## src/design/sfs_pkg.sv

```systemverilog
// sfs_pkg: shared types and codes for the sprite frame sequencer
// no dependencies; used by every module of the block
package sfs_pkg;

	localparam logic [1:0] CMD_TICK  = 2'd0;
	localparam logic [1:0] CMD_FRAME = 2'd1;
	localparam logic [1:0] CMD_COUNT = 2'd2;
	localparam logic [1:0] CMD_START = 2'd3;

	localparam logic [1:0] STAT_OK        = 2'd0;
	localparam logic [1:0] STAT_BAD_COUNT = 2'd1;
	localparam logic [1:0] STAT_UNSET     = 2'd2;

	localparam int TIME_W      = 24;
	localparam int CQ_DEPTH    = 2;
	localparam int RQ_DEPTH    = 4;
	localparam int MAX_RESULTS = 16;

	typedef struct packed {
		logic [1:0]        op;
		logic [1:0]        err;
		logic [TIME_W-1:0] step;
		logic [3:0]        chan;
		logic [3:0]        def;
		logic [3:0]        slot;
		logic [TIME_W-1:0] dur;
		logic [7:0]        row;
		logic [7:0]        col;
		logic [7:0]        total;
		logic              loop;
		logic              flip;
	} cmd_t;

	typedef struct packed {
		logic [3:0] chan;
		logic [3:0] frame;
		logic [7:0] row;
		logic [7:0] col;
		logic       flip;
		logic [1:0] status;
		logic       last;
	} res_t;

endpackage

```

## src/design/sfs_front.sv

```systemverilog
// sfs_front: accepts input beats, range-checks them and queues them for the back end
// depends on sfs_pkg
module sfs_front #(
	parameter int NUM_CHANNELS   = 16,
	parameter int NUM_DEFS       = 16,
	parameter int FRAMES_PER_DEF = 16
) (
	input  logic                 clk,
	input  logic                 arst_n,
	input  logic                 push,
	output logic                 full,
	input  logic [1:0]           cmd,
	input  logic [23:0]          time_step,
	input  logic [3:0]           channel_index,
	input  logic [3:0]           def_index,
	input  logic [3:0]           frame_slot,
	input  logic [23:0]          frame_duration,
	input  logic [7:0]           sprite_row,
	input  logic [7:0]           sprite_col,
	input  logic [7:0]           frame_total,
	input  logic                 loop_flag,
	input  logic                 flip_flag,
	output sfs_pkg::cmd_t        item,
	output logic                 item_valid,
	input  logic                 item_take
);

	localparam int AW = (sfs_pkg::CQ_DEPTH > 1) ? $clog2(sfs_pkg::CQ_DEPTH) : 1;
	localparam int CW = $clog2(sfs_pkg::CQ_DEPTH + 1);

	sfs_pkg::cmd_t  cls;
	sfs_pkg::cmd_t  q_q [sfs_pkg::CQ_DEPTH];
	logic [AW-1:0]  wp_q, rp_q;
	logic [CW-1:0]  cnt_q;
	logic           ch_bad, def_bad, slot_bad, tot_bad, do_push, do_pop;

	always_comb begin
		ch_bad   = 32'(channel_index) >= NUM_CHANNELS;
		def_bad  = 32'(def_index) >= NUM_DEFS;
		slot_bad = 32'(frame_slot) >= FRAMES_PER_DEF;
		tot_bad  = (frame_total == 8'd0) || (32'(frame_total) > FRAMES_PER_DEF);
		cls.op    = cmd;
		cls.step  = time_step;
		cls.chan  = channel_index;
		cls.def   = def_index;
		cls.slot  = frame_slot;
		cls.dur   = frame_duration;
		cls.row   = sprite_row;
		cls.col   = sprite_col;
		cls.total = frame_total;
		cls.loop  = loop_flag;
		cls.flip  = flip_flag;
		unique case (cmd)
			sfs_pkg::CMD_TICK: begin
				cls.err = sfs_pkg::STAT_OK;
			end
			sfs_pkg::CMD_FRAME: begin
				cls.err = def_bad ? sfs_pkg::STAT_UNSET :
					slot_bad ? sfs_pkg::STAT_BAD_COUNT : sfs_pkg::STAT_OK;
			end
			sfs_pkg::CMD_COUNT: begin
				cls.err = def_bad ? sfs_pkg::STAT_UNSET :
					tot_bad ? sfs_pkg::STAT_BAD_COUNT : sfs_pkg::STAT_OK;
			end
			sfs_pkg::CMD_START: begin
				cls.err = (ch_bad || def_bad) ? sfs_pkg::STAT_UNSET : sfs_pkg::STAT_OK;
				// unknown channel reports channel 0
				if (ch_bad) begin
					cls.chan = 4'd0;
				end
			end
			default: begin
				cls.err = sfs_pkg::STAT_OK;
			end
		endcase
	end

	assign full       = (cnt_q == CW'(sfs_pkg::CQ_DEPTH));
	assign item_valid = (cnt_q != '0);
	assign item       = q_q[rp_q];
	assign do_push    = push && !full;
	assign do_pop     = item_take && item_valid;

	always_ff @(posedge clk) begin
		if (do_push) begin
			q_q[wp_q] <= cls;
		end
	end

	always_ff @(posedge clk or negedge arst_n) begin
		if (!arst_n) begin
			wp_q  <= '0;
			rp_q  <= '0;
			cnt_q <= '0;
		end else begin
			if (do_push) begin
				wp_q <= (wp_q == AW'(sfs_pkg::CQ_DEPTH - 1)) ? '0 : wp_q + AW'(1);
			end
			if (do_pop) begin
				rp_q <= (rp_q == AW'(sfs_pkg::CQ_DEPTH - 1)) ? '0 : rp_q + AW'(1);
			end
			if (do_push && !do_pop) begin
				cnt_q <= cnt_q + CW'(1);
			end else if (do_pop && !do_push) begin
				cnt_q <= cnt_q - CW'(1);
			end
		end
	end

endmodule

```

## config.mk

```make
export PLATFORM = sky130hd
export DESIGN_NAME = sfs_front
export DESIGN_NICKNAME = d
export VERILOG_FILES = /design/src/design/sfs_pkg.sv /design/src/design/sfs_front.sv
export SDC_FILE = /design/constraint.sdc
export NUM_CORES = 1
export LEC_CHECK = 0
export BUFFER_PORTS_ARGS = -buffer_cell sky130_fd_sc_hd__buf_2
export CAP_MARGIN = 20
export CORE_UTILIZATION = 32
export DETAILED_ROUTE_END_ITERATION = 7
export HOLD_SLACK_MARGIN = 0.06
export PLACE_DENSITY = 0.57
export SETUP_SLACK_MARGIN = 0.3
export SYNTH_ARGS = -nofsm -noshare
export SYNTH_HDL_FRONTEND = slang
export SYNTH_SLANG_ARGS = --single-unit
```

## constraint.sdc

```tcl
create_clock -name clk -period 4.65 [get_ports clk]
set_input_delay 0 -clock clk [delete_from_list [all_inputs] [get_ports clk]]
set_output_delay 0 -clock clk [all_outputs]
set_load 0.01 [all_outputs]
```

## Yosys cells after proc, flatten, opt, wreduce, memory -nomap -nowiden

Memory sizes are Yosys's and may differ from the RTL's.
Cells that the tools add are included.

- RAM bits: 180
- Flip-flop bits (word level): 4
- Memories kept: 1
- Output and inout port bits: 92
- Bits in latches: 0
- Bits in read-only memories: 0

Memory list:

| name | words | width | rd ports | clocked after memory_dff | write ports | RTL line | source |
|---|---|---|---|---|---|---|---|
| q_q | 2 | 90 | 1 | 0 | 1 | sfs_front.sv:32 | `sfs_pkg::cmd_t q_q [sfs_pkg::CQ_DEPTH];` |

- Muxes and demuxes: 8
- Eq/ne operators: 4
- Shifts and indexed selects: 0
- Multipliers: 0
- Reduce and logical (&&, ||, !) cells: 13
- Add/subtract/negate cells: 4
- Bitwise gates (word level): 0
- Divide/modulo/power cells: 0
- $lt $le $gt $ge: 1

Operators by type and width:

| operator | count |
|---|---|
| 8-bit by 5-bit greater-than comparator with 1-bit output (second input constant) | 1 |
| 8-bit logical NOT | 1 |
| 2-bit equality test (second input constant) | 3 |
| 1-bit 2-to-1 mux | 5 |
| 1-bit logical AND | 4 |
| 2-bit 2-to-1 mux | 2 |
| 2-bit case mux with 2 select lines | 1 |
| 2-bit nonzero test | 2 |
| 1-bit logical NOT | 3 |
| 3-bit OR reduction | 1 |
| 1-bit adder (second input constant) | 2 |
| 2-bit by 1-bit adder with 2-bit output (second input constant) | 1 |
| 2-bit by 1-bit equality test with 1-bit output (second input constant) | 1 |
| 2-bit logical NOT | 1 |
| 2-bit by 1-bit subtractor with 2-bit output (second input constant) | 1 |
| 1-bit logical OR | 1 |

## Depth between registers and ports, before layout

- Depth after elaboration: 7
- Gate-level depth with buffers: 7
- Gate-level depth less buffers: 7

## Worst setup path after synthesis

OpenSTA, ideal clock, no wires.

- Path kind: register to register
- Start point: register cnt_q[0]
- End point: memory q_q[0][0] (netlist bit) (enable)
- Slack: -0.219 ns
- Required time: 4.113 ns
- Path buffers: 0
- Period minus slack after synthesis: 4.869 ns
- Arrival time: 4.332 ns
- Cell stages (with the launch flop): 4
- Library setup time: 0.537 ns
- Cell sequence: dfrtp_1 nand2b_1 nand2_1 nor2_1

- Longest elaborated chain between the ends: 5

RTL lines:

| item | RTL line | source |
|---|---|---|
| start: declaration | sfs_front.sv:34 | `logic [CW-1:0] cnt_q;` |
| start signal: assignment | sfs_front.sv:103 | `cnt_q <= cnt_q + CW'(1);` |
| start signal: assignment | sfs_front.sv:105 | `cnt_q <= cnt_q - CW'(1);` |
| 2-bit equality test | sfs_front.sv:78 | `assign full = (cnt_q == CW'(sfs_pkg::CQ_DEPTH));` |
| 1-bit logical NOT | sfs_front.sv:81 | `assign do_push = push && !full;` |
| 1-bit logical AND | sfs_front.sv:81 |  |
| 1-bit 2-to-1 mux | sfs_front.sv:85 | `if (do_push) begin` |
| 1-bit 2-to-1 mux (not written as such) | sfs_front.sv:86 | `q_q[wp_q] <= cls;` |
| end: declaration | sfs_front.sv:32 |  |

No other way between the ends.

==> run summary <==
Outcome - finished clean
Worst EP required - 4650 ps
Core ar. - 0.0204 mm^2
GP Congestion - 0.710
HP Class - in -> reg
Worst hold slack - 306 ps
Area growth syn-to-layout - 39.2%
WP data arrival - 2470 ps
Vias/cell - 4.27
Die footprint - 0.0216 mm^2
Final Hold Vio Count - 0
Max-slew violations - 0
CP Max Fanout - 61
Post-synthesis sequential area ratio - 0.809
Slew headroom - 0.368
Setup-failing EPs final - 0
Max-Cap Viols - 0
Startpoint Class - register
# diodes - 0
Die width - 147 um
Post-synth cell types - 20
Row Count - 52
Drt wl/cell - 15.0 um
Pin count of the biggest net entering global routing - 65
Vias in the first global route - 4033
Power density of the placed cells - 565 mW/mm^2
Clk Latency, worst-skew pair - 420 ps
Setup_tns - 0 ps
Total GRT Usage - 0.124
Most common cell after layout, fill and taps aside - buf_2
Via count - 3720
Antenna violations before repair - 0
CTS HTree Levels - 4
Max clock buf depth - 2
Syn Area/Cell - 22.2 um^2
DPL Wire Length - 8060 um
Post-CTS Setup Inserts - 0
PortBufs - 182
Post-DP Area - 0.00788 mm^2
Clk root buf - clkbuf_16
Post-route cell area - 0.00937 mm^2
Part of the cycle the worst path needs - 0.531
Initial Util - 0.329
#FFs+latches synth - 182
RSZ-0062 raised after global routing - false
Post-Route WL - 13100 um
Most frequent cells in the layout - buf_2, edfxtp_1, dlygate4sd3_1
Worst Tran Pin Value - 947 ps
Routed Antenna Nets - 0
DR iter-0 viols - 137
Crit path time final - 2470 ps
First-pass GRT wire length - 20500 um
Post-route DRC - 0
VDD IR max - 0.292 mV
IO Pins - 184
CP Class - reg -> out
Cell area after synthesis - 0.00673 mm^2
Drt first pass iters - 4
Congestion Overflow GR - 0
Clock slew at reported path FFs - 70 ps
Fmax - 0.405 GHz
Synth Warn # - 0
Fraction of layout cells with a size suffix above 1 - 0.515
Leak pwr - 3.52 nW
CTS Buf Count - 17
Critical Path End Type - output port
CTS tree - done
Cells after synthesis - 303
Syn Nets - 396
TritonCTS Sinks - 182
Die Y - 147 um
Clock skew - 13.3 ps
Final nets - 682
==> Yosys cell counts, drive strengths merged <==
cell type	n	area, um^2
clkbuf	9	124
xor2	2	17.5
or2	1	6.26
nor3	1	5.00
nor4	1	12.5
ha	1	12.5
nand2	2	10.0
nor2	2	7.51
mux2	89	1000
edfxtp	178	5350
buf	2	18.8
nand2b	2	12.5
conb	1	3.75
a21oi	1	5.00
and3	1	6.26
inv	2	7.51
dfrtp	4	100
xnor2	4	35.0
==> final cells by class <==
class / instances / area, um^2
fill: 1788 / 11100
sequential: 182 / 5450
timing repair buffer: 278 / 1860
multi-input combinational: 108 / 1150
clock buffer: 19 / 433
tap: 270 / 338
clock inverter: 13 / 131
inverter: 2 / 7.51
==> critical path, cell delays in order (launching register included) <==
cell,delay (ps)
dfrtp_4,1000
buf_4,510
mux2_2,400
buf_2,140
==> stage by stage <==
step                       util  instances  setup slack [ps]  total power, mW
after detailed placement  0.386        748              2330             3.93
after global routing      0.459        872              1990             5.56
after CTS                 0.459        872              2100             5.37
final                     0.459        872              2180             5.29
after global placement    0.386        748              2390             3.90
after floorplan               -        303              1280             3.42
==> repair_timing <==
| item | in CTS | in global routing |
|---|---|---|
| hold buffers | 92 | 0 |
| hold endpoints to repair | 185 | 0 |
| resized for setup | 0 | 0 |
==> cell families after synthesis <==
kind of cell,Yosys count,synth area share
other,1,0.000557
AND/OR/NAND/NOR,10,0.00892
XOR/XNOR,6,0.00781
adder cells (fa/ha/maj),1,0.00186
buffers and inverters,13,0.0223
flip-flops,182,0.809
AO/OA/AOI/OAI,1,0.000743
multiplexers,89,0.149
==> where the power goes <==
group          switching, mW  total [mW]  internal [mW]
Clock                  0.581        1.37          0.790
Combinational          0.760        1.49          0.727
Sequential             0.189        2.44           2.25
Total                   1.53        5.29           3.76
==> metal layers <==
metal,vias up,share of wire,GRT usage
li1,1766,-,-
met1,1832,0.44,0.149
met2,109,0.50,0.211
met3,13,0.049,0.0311
met4,0,0.014,0.0557
met5,-,0,0
==> worst paths after layout <==
kind	depth (start not counted)	slack [ps]	from	to
min	2	310	frame_duration[1]	q_q[0][27]$_DFFE_PP_
min in group asynchronous	3	490	arst_n	wp_q$_DFFE_PN0P_
max	3	2180	rp_q$_DFFE_PN0P_	item[19]
max in group asynchronous	3	3950	arst_n	rp_q$_DFFE_PN0P_
max reg2reg	3	2400	cnt_q[0]$_DFFE_PN0P_	q_q[1][53]$_DFFE_PP_
min reg2reg	1	530	cnt_q[1]$_DFFE_PN0P_	cnt_q[1]$_DFFE_PN0P_
==> flip-flops by register name (all words and copies together), names as in the netlist <==
register / cells
wp_q: 1
rp_q: 1
cnt_q: 2
q_q: 178
Note: power is estimated with default switching activity, not from simulation.
