==> config.mk <==
export PLATFORM = sky130hd
export DESIGN_NAME = sfs_rfifo
export DESIGN_NICKNAME = d
export VERILOG_FILES = /design/src/design/sfs_pkg.sv /design/src/design/sfs_rfifo.sv
export SDC_FILE = /design/constraint.sdc
export NUM_CORES = 1
export LEC_CHECK = 0
export BUFFER_PORTS_ARGS = -buffer_cell sky130_fd_sc_hd__buf_2
export CAP_MARGIN = 10
export CORE_ASPECT_RATIO = 0.7
export CORE_MARGIN = 2
export CORE_UTILIZATION = 51
export DETAILED_ROUTE_END_ITERATION = 8
export GPL_ROUTABILITY_DRIVEN = 0
export GPL_TIMING_DRIVEN = 0
export PLACE_DENSITY = 0.75
export SYNTH_ARGS = -nofsm -noshare
export SYNTH_HDL_FRONTEND = slang
export SYNTH_SLANG_ARGS = --single-unit
==> constraint.sdc <==
create_clock -name clk -period 2.1 [get_ports clk]
set_input_delay 0.105 -clock clk [delete_from_list [all_inputs] [get_ports clk]]
set_output_delay 0.105 -clock clk [all_outputs]
set_load 0.01 [all_outputs]
==> src/design/sfs_pkg.sv <==
// sfs_pkg: shared types and codes for the sprite frame sequencer
// no dependencies; used by every module of the block
package sfs_pkg;

	localparam logic [1:0] CMD_TICK  = 2'd0;
	localparam logic [1:0] CMD_FRAME = 2'd1;
	localparam logic [1:0] CMD_COUNT = 2'd2;
	localparam logic [1:0] CMD_START = 2'd3;

	localparam logic [1:0] STAT_OK        = 2'd0;
	localparam logic [1:0] STAT_BAD_COUNT = 2'd1;
	localparam logic [1:0] STAT_UNSET     = 2'd2;

	localparam int TIME_W      = 24;
	localparam int CQ_DEPTH    = 2;
	localparam int RQ_DEPTH    = 4;
	localparam int MAX_RESULTS = 16;

	typedef struct packed {
		logic [1:0]        op;
		logic [1:0]        err;
		logic [TIME_W-1:0] step;
		logic [3:0]        chan;
		logic [3:0]        def;
		logic [3:0]        slot;
		logic [TIME_W-1:0] dur;
		logic [7:0]        row;
		logic [7:0]        col;
		logic [7:0]        total;
		logic              loop;
		logic              flip;
	} cmd_t;

	typedef struct packed {
		logic [3:0] chan;
		logic [3:0] frame;
		logic [7:0] row;
		logic [7:0] col;
		logic       flip;
		logic [1:0] status;
		logic       last;
	} res_t;

endpackage

==> src/design/sfs_rfifo.sv <==
// sfs_rfifo: result queue between the back end and the result port
// depends on sfs_pkg
module sfs_rfifo (
	input  logic          clk,
	input  logic          arst_n,
	input  sfs_pkg::res_t in_res,
	input  logic          in_push,
	output logic          in_full,
	output sfs_pkg::res_t out_res,
	output logic          out_empty,
	input  logic          out_pop
);

	localparam int AW = (sfs_pkg::RQ_DEPTH > 1) ? $clog2(sfs_pkg::RQ_DEPTH) : 1;
	localparam int CW = $clog2(sfs_pkg::RQ_DEPTH + 1);

	sfs_pkg::res_t q_q [sfs_pkg::RQ_DEPTH];
	logic [AW-1:0] wp_q, rp_q;
	logic [CW-1:0] cnt_q;
	logic          do_push, do_pop;

	assign in_full   = (cnt_q == CW'(sfs_pkg::RQ_DEPTH));
	assign out_empty = (cnt_q == '0);
	assign out_res   = q_q[rp_q];
	assign do_push   = in_push && !in_full;
	assign do_pop    = out_pop && !out_empty;

	always_ff @(posedge clk) begin
		if (do_push) begin
			q_q[wp_q] <= in_res;
		end
	end

	always_ff @(posedge clk or negedge arst_n) begin
		if (!arst_n) begin
			wp_q  <= '0;
			rp_q  <= '0;
			cnt_q <= '0;
		end else begin
			if (do_push) begin
				wp_q <= (wp_q == AW'(sfs_pkg::RQ_DEPTH - 1)) ? '0 : wp_q + AW'(1);
			end
			if (do_pop) begin
				rp_q <= (rp_q == AW'(sfs_pkg::RQ_DEPTH - 1)) ? '0 : rp_q + AW'(1);
			end
			if (do_push && !do_pop) begin
				cnt_q <= cnt_q + CW'(1);
			end else if (do_pop && !do_push) begin
				cnt_q <= cnt_q - CW'(1);
			end
		end
	end

endmodule

After elaboration in Yosys (flattened, before gate mapping)
Memory sizes are Yosys's and may differ from the RTL's.
Cells that the tools add are included.
{ "word_totals": {"reg_bits": 7, "mem_bits_rw": 112, "input_bits": 32, "output_inout_bits": 30, "wordCells": 27, "n_memories": 1} }
{ "memory_table": {"columns": ["name", "words", "word_bits", "rd", "rd_ports_with_merged_regs", "write_ports", "line", "rtl"], "rows": [
  ["q_q", 4, 28, 1, 0, 1, "sfs_rfifo.sv:17", "sfs_pkg::res_t q_q [sfs_pkg::RQ_DEPTH];"]
]} }
{ "classes": {"add_sub_neg": 4, "n_eq_ne": 3, "muxes": 6, "reduce_logical": 10} }
{ "ops": {"columns": ["op", "n"], "rows": [
  ["2-to-1 mux 3 bit", 2],
  ["adder 2 x 1 -> 2 bit, second input constant", 2],
  ["equality test 2 bit, second input constant", 2],
  ["logical AND 1 bit", 4],
  ["zero test 1 bit", 4],
  ["2-to-1 mux 2 bit", 2],
  ["adder 3 x 1 -> 3 bit, second input constant", 1],
  ["equality test 3 bit, second input constant", 1],
  ["zero test 3 bit", 1],
  ["subtractor 3 x 1 -> 3 bit, second input constant", 1],
  ["2-to-1 mux 1 bit", 2],
  ["nonzero test 2 bit", 1]
]} }

Logic depth before layout (Yosys ltp)
Gate-level depths: netlist of the first run.
{ "depth": {"depth_word": 7, "mapped_depth": 8, "ltp_nobuf": 8} }

Least setup slack after synthesis of the first run
OpenSTA, ideal clock, no wires.
{ "synth_path": {"kind": "register to register", "startpoint": "register cnt_q[2]", "endpoint": "memory q_q[3][0] (netlist name) (enable)", "setup_ns": 0.413, "arrival_ns": 1.810, "required_ns": 1.687, "setup_slack_ns": -0.123, "stages_incl_launch_ff": 3, "n_path_buf": 0, "period_less_slack_ns": 2.223, "cell_sequence": "dfrtp_1 > nor3b_4 > nor2_1"} }
{ "synth_between": {"elab_chain_cells": 5} }
{ "synth_lines": {"columns": ["item", "line", "rtl"], "rows": [
  ["from (decl)", "sfs_rfifo.sv:19", "logic [CW-1:0] cnt_q;"],
  ["from (signal assigned)", "sfs_rfifo.sv:47", "cnt_q <= cnt_q + CW'(1);"],
  ["from (signal assigned)", "sfs_rfifo.sv:49", "cnt_q <= cnt_q - CW'(1);"],
  ["equality test 3 bit", "sfs_rfifo.sv:22", "assign in_full = (cnt_q == CW'(sfs_pkg::RQ_DEPTH));"],
  ["net in_full", "sfs_rfifo.sv:8", "output logic in_full,"],
  ["zero test 1 bit", "sfs_rfifo.sv:25", "assign do_push = in_push && !in_full;"],
  ["logical AND 1 bit", "sfs_rfifo.sv:25", null],
  ["2-to-1 mux 1 bit", "sfs_rfifo.sv:29", "if (do_push) begin"],
  ["2-to-1 mux 1 bit (not written as such)", "sfs_rfifo.sv:30", "q_q[wp_q] <= in_res;"],
  ["to (decl)", "sfs_rfifo.sv:17", null]
]} }
The timed path passes the listed nets, and every way through them passes these cells.

==> results_dict.tcl, run 1 <==
set metrics [dict create \
    status "finished clean" \
    grt_first_pass_wirelength_microns 12100 \
    synth_area_sq_mm 0.00448 \
    period_needed_ns 1.98 \
    h-tree-depth 4 \
    wl_per_cell_microns 18.2 \
    path_clk_slew_ns 0.05 \
    cts_sinks 119 \
    critPathLaunchType "register" \
    synth_top_cell_area_share 0.750 \
    timing.critical_path.cells "buf_2, buf_2, mux4_2, buf_2" \
    fin_setup_tns_ns 0 \
    worst_slew_pin_slew_ns 0.916 \
    placed_cells 366 \
    crit_fanout 10 \
    die_h_microns 82.5 \
    powerDensity_mw_per_mm2 1480 \
    critPathRequiredTime_ns 2.00 \
    switching_share 0.266 \
    pwr-share-clk 0.354 \
    num_rows 28 \
    cp_num_buf_inv 3 \
    cts_tree "done" \
    finalHoldViolations 0 \
    fin_crit_sh 0.943 \
    hp-class "in2async" \
    yosysTopAreaCell "edfxtp_1" \
    area_growth_syn_to_layout_pct 33.4 \
    syn_nets 222 \
    ys_ff_latch 119 \
    slew_headroom 0.388 \
    drc 0 \
    stdcell_count 430 \
    hold_slack_ns 0.0549 \
    setup_viol 0 \
    crit_family "buffers and inverters" \
    vdd_drop_max_uv 1000 \
    worst_ep_arrival_time_ns 1.87 \
    drive_gt1_frac 0.448 \
    pwr-share-seq 0.379 \
    viasPerCell 5.11 \
    power_mw 8.84 \
    yosysSeqAreaShare 0.789 \
    drv_slew 0 \
    slowest_delay_ns 0.37 \
    die_area_sq_mm 0.00957 \
    fp.coreArea_sq_mm 0.00848 \
    yosysUniqueCellTypes 21 \
    intPower_mw 6.49 \
    grt_max_degree 29 \
    fmax_mhz 505 \
    syn_avg_cell_area_sq_um 24.5 \
    p_comb_frac 0.266 \
    drt_pass1_iterations 5 \
    n_fill_cell 537 \
    synth_area_leaders "edfxtp_1, mux4_2, dfrtp_1, ha_1, mux2_4" \
    ant_nets 0 \
    insertedDiodeCount 0 \
    cts_buffer_depth 2 \
    endpoint_kind "output pin" \
    multi_input_area_sq_um 920 \
    syn_inst 183 \
    port-buffer-count 61 \
    skew_ns 0.00602 \
    final_core_util 0.706 \
    power_switching_mw 2.35 \
    routed_wl_microns 7840 \
    grt_antenna_before_repair 0 \
    leakagePower_nw 2.17 \
    cap_violations 0 \
    final_nets 336 \
    ios 62 \
    yosys_warnings 0 \
    cpMostUsedCell "buf_2" \
    first_global_vias 2374 \
    slowest_stage "dfrtp_1" \
    clkLatencyLatePin_ns 0.41 \
    place.detailed.hpwl_microns 4660 \
    cts_root_buffer "clkbuf_16" \
    grt-ovfl-total 0 \
    grt_usage 0.182 \
    start_util 0.529 \
    critPathKind "reg2out" \
    vias 2197 \
    cts_made_buffers 17 \
    drt_iter0_drc 159 \
    seq_area_sq_mm 0.00354 \
    fp.dieW_microns 116 \
]
[cell usage in the layout (no fill, tap or decap), types with 3 or more instances in the layout]
master,count
clkbuf_1,3
inv_1,3
dlygate4sd3_1,29
clkbuf_8,6
ha_1,6
buf_4,5
buf_2,64
clkbuf_16,17
edfxtp_1,112
bufinv_16,4
mux4_2,28
dfrtp_1,5
[cell type report]
class / instances / share of cell area
repair buffers: 95 / 0.113
flip-flops and latches: 119 / 0.592
plain buffers: 6 / 0.00565
clock buffers: 25 / 0.0862
inverters: 3 / 0.00188
clock inverters: 7 / 0.0230
well taps: 120 / 0.0251
multi-input cells: 55 / 0.154
[path summary, 6_finish.rpt]
kind	slack, ns	end	from	cells past startpoint
max in group asynchronous	1.88	cnt_q[0]	arst_n	2
worst max register to register	0.13	cnt_q[2]	cnt_q[2]	8
min in group clk	0.11	rp_q[0]	out_pop	4
worst min-delay path	0.05	cnt_q[2]	arst_n	2
worst max-delay path	0.12	out_res[4]	rp_q[1]	4
worst min register to register	0.57	cnt_q[2]	cnt_q[2]	1
[kinds of logic after synthesis]
group / Yosys count / synth area share
AOI/OAI and AO/OA: 2 / 0.00446
xor gates and xnor gates: 3 / 0.00586
adders and majority gates: 7 / 0.0212
buffers and inverters: 9 / 0.0100
DFF: 119 / 0.789
muxes: 32 / 0.152
and+or+nand+nor: 11 / 0.0170
[what timing repair did]
item,CTS,global route
pin swaps,0,2
setup buffers,0,3
hold buffers,29,0
resized for setup,2,2
hold endpoints to repair,119,0
setup endpoints to repair,1,19
[metrics by stage]
| step | setup WS, ns | cell area [sq um] |
|---|---|---|
| final | 0.121 | 5980 |
| after floorplan | 0.136 | 4490 |
| after detailed placement | -0.0323 | 5000 |
| after global routing | -0.0176 | 5980 |
| after CTS | 0.0139 | 5960 |
| after global placement | -0.324 | 4940 |
[power groups by stage]
stage	clock network, mW	registers [mW]	logic (mW)
after floorplan	0	3.33	1.51
after global placement	0	3.37	2.19
after detailed placement	0	3.38	2.31
after CTS	3.17	3.35	2.38
after global routing	3.28	3.40	2.56
final	3.13	3.35	2.36
[synth_stat cells]
| cell type | instances |
|---|---|
| edfxtp_1 | 112 |
| mux4_2 | 28 |
| dfrtp_1 | 7 |
| ha_1 | 6 |
| and2_1 | 3 |
| buf_2 | 3 |
| inv_1 | 3 |
| nor2_1 | 3 |
| buf_4 | 2 |
| mux2_1 | 2 |
| mux2_4 | 2 |
| nor3_1 | 2 |
| xor2_1 | 2 |
| a21o_1 | 1 |
| clkbuf_1 | 1 |
| fa_1 | 1 |
| nand2_1 | 1 |
| nor2b_4 | 1 |
| nor3b_4 | 1 |
| o31ai_2 | 1 |
| xnor2_1 | 1 |
[sequential cells by signal, indices dropped and copies added (netlist names)]
signal / cells
q_q: 112
cnt_q: 3
rp_q: 2
wp_q: 2
[metal layers]
metal,track usage,share of wire,up-vias
li1,-,-,997
met1,0.231,0.45,1117
met2,0.284,0.48,75
met3,0.0781,0.061,8
met4,0.0690,0.0084,0
met5,0,0,-
Note: power is estimated with default switching activity, not from simulation.
==> run 2: changes to the inputs <==
==> constraint.sdc (replaced) <==
create_clock -name clk -period 2.1 [get_ports clk]
set_input_delay 0 -clock clk [delete_from_list [all_inputs] [get_ports clk]]
set_output_delay 0 -clock clk [all_outputs]
set_load 0.01 [all_outputs]
==> run 2 against run 1 <==
  * Power increased by 0.27%
  * Sequential power about the same
  * Clock power about the same
  * Count of clock-buffer cells in the layout unchanged
  * Fmax decreased by 0.99%
  * Non-clock buffer count increased by 1
  * Sequential cell count unchanged
  * Cell count increased by 0.23%
  * Combinational power about the same
==> results_dict.tcl, run 2 (synthesis gave the netlist of run 1 again) <==
set metrics [dict create \
    die_h_microns 82.5 \
    power_switching_mw 2.36 \
    clkLatencyLatePin_ns 0.40 \
    switching_share 0.266 \
    mostFrequentLayoutCell "edfxtp_1" \
    status "finished clean" \
    skew_ns 0.00778 \
    cap_violations 0 \
    wl_met1_microns 3600 \
    grt_antenna_before_repair 0 \
    ant_nets 0 \
    ios 62 \
    final_core_util 0.709 \
    crit_fanout 5 \
    fin_crit_sh 0.952 \
    h-tree-depth 4 \
    start_util 0.529 \
    hold_path_depth 4 \
    fin_setup_tns_ns 0 \
    cts_buffer_depth 2 \
    finalHoldViolations 0 \
    cts_sinks 119 \
    grt_first_pass_wirelength_microns 12200 \
    drc 0 \
    port-buffer-count 61 \
    multi_input_area_sq_um 932 \
    vdd_drop_max_uv 1000 \
    grt_usage 0.183 \
    setup_viol 0 \
    fp.dieW_microns 116 \
    worst_ep_arrival_time_ns 2.28 \
    layout.cells.most_common_list "edfxtp_1, buf_2, dlygate4sd3_1" \
    critPathKind "reg2reg" \
    hp-class "in2reg" \
    largest_register_ffs 112 \
    powerDensity_mw_per_mm2 1480 \
    num_rows 28 \
    top_regs "q_q: 112 flops, cnt_q: 3 flops" \
    critPathLaunchType "register" \
    p_comb_frac 0.268 \
    seq_area_sq_mm 0.00354 \
    grt-ovfl-total 0 \
    drt_pass1_iterations 4 \
    dr_wl_met3_microns 444 \
    hold_slack_ns 0.171 \
    final_nets 337 \
    endpoint_kind "register" \
    drv_slew 0 \
    top_layer "met4" \
    die_area_sq_mm 0.00957 \
    first_global_vias 2379 \
    place.detailed.hpwl_microns 4660 \
    pwr-share-seq 0.379 \
    critPathRequiredTime_ns 2.38 \
    placed_cells 366 \
    fmax_mhz 500 \
    slew_headroom 0.395 \
    drt_iter0_drc 154 \
    routed_wl_microns 7970 \
    stdcell_count 431 \
    power_mw 8.86 \
    vias 2156 \
    insertedDiodeCount 0 \
    intPower_mw 6.50 \
    n_fill_cell 526 \
    wl_met2_microns 3910 \
    path_clk_slew_ns 0.05 \
    worst_slew_pin_slew_ns 0.906 \
    viasPerCell 5.00 \
    grt_max_degree 29 \
    cts_made_buffers 17 \
    pwr-share-clk 0.353 \
    period_needed_ns 2.00 \
    largest-register "q_q" \
    cts_tree "done" \
    area_growth_syn_to_layout_pct 34.0 \
    cts_root_buffer "clkbuf_16" \
    fp.coreArea_sq_mm 0.00848 \
    r2r_cells 6 \
    wl_per_cell_microns 18.5 \
    leakagePower_nw 2.18 \
    drive_gt1_frac 0.450 \
]
-- run 2: cell count changes in the layout (fill, tap and decap cells not counted), sizes merged --
| cell | change |
|---|---|
| dlygate4sd3 | +2 |
| buf | -1 |
-- run 2: power groups by stage --
stage          clock, mW  sequential (mW)  combinational [mW]
2_1_floorplan          0             3.33                1.51
6_report            3.13             3.36                2.38
3_5_place_dp           0             3.38                2.31
5_1_grt             3.28             3.40                2.59
4_1_cts             3.17             3.35                2.38
3_3_place_gp           0             3.37                2.19
-- run 2: final timing paths --
check | from | endpoint | slack (ns)
setup / recovery | cnt_q[0] | cnt_q[1] | 0.10
hold / removal | in_push | cnt_q[0] | 0.17
setup reg to reg | cnt_q[0] | cnt_q[1] | 0.10
hold reg to reg | cnt_q[2] | cnt_q[2] | 0.53
max in group asynchronous | arst_n | cnt_q[2] | 1.27
min in group asynchronous | arst_n | cnt_q[1] | 0.56
-- run 2: what timing repair did --
item / CTS / global route
buffers inserted: 0 / 2
resized for setup: 2 / 5
hold endpoints to repair: 121 / 0
pin swaps: 0 / 2
endpoints found under the setup margin: 1 / 19
hold buffers: 31 / 0
-- run 2: worst max-delay path: stages, from the launching register on --
cell and delay (ns):
dfrtp_2 0.47, nor3b_4 0.34, nor2b_4 0.10, ha_4 0.18, inv_1 0.06, fa_1 0.42
mux2_1 0.31
-- run 2: per-stage QoR --
stage | setup slack [ns] | cell area [sq um]
floorplan | 0.136 | 4490
global placement | -0.324 | 4940
detailed placement | -0.0323 | 5000
CTS | 0.0139 | 5980
global route | -0.00218 | 6010
finish | 0.101 | 6010
-- run 2: final cells by class --
class | instances | area share
plain buffers | 6 | 0.00562
multi-input cells | 55 | 0.155
well taps | 120 | 0.0250
clock inverters | 7 | 0.0229
flip-flops and latches | 119 | 0.590
inverters | 3 | 0.00187
repair buffers | 96 | 0.114
clock buffers | 25 | 0.0858
-- run 2: layer usage --
metal / global-route usage / vias to the layer above
li1: - / 999
met4: 0.0690 / 0
met5: 0 / -
met1: 0.234 / 1088
met2: 0.284 / 65
met3: 0.0781 / 4
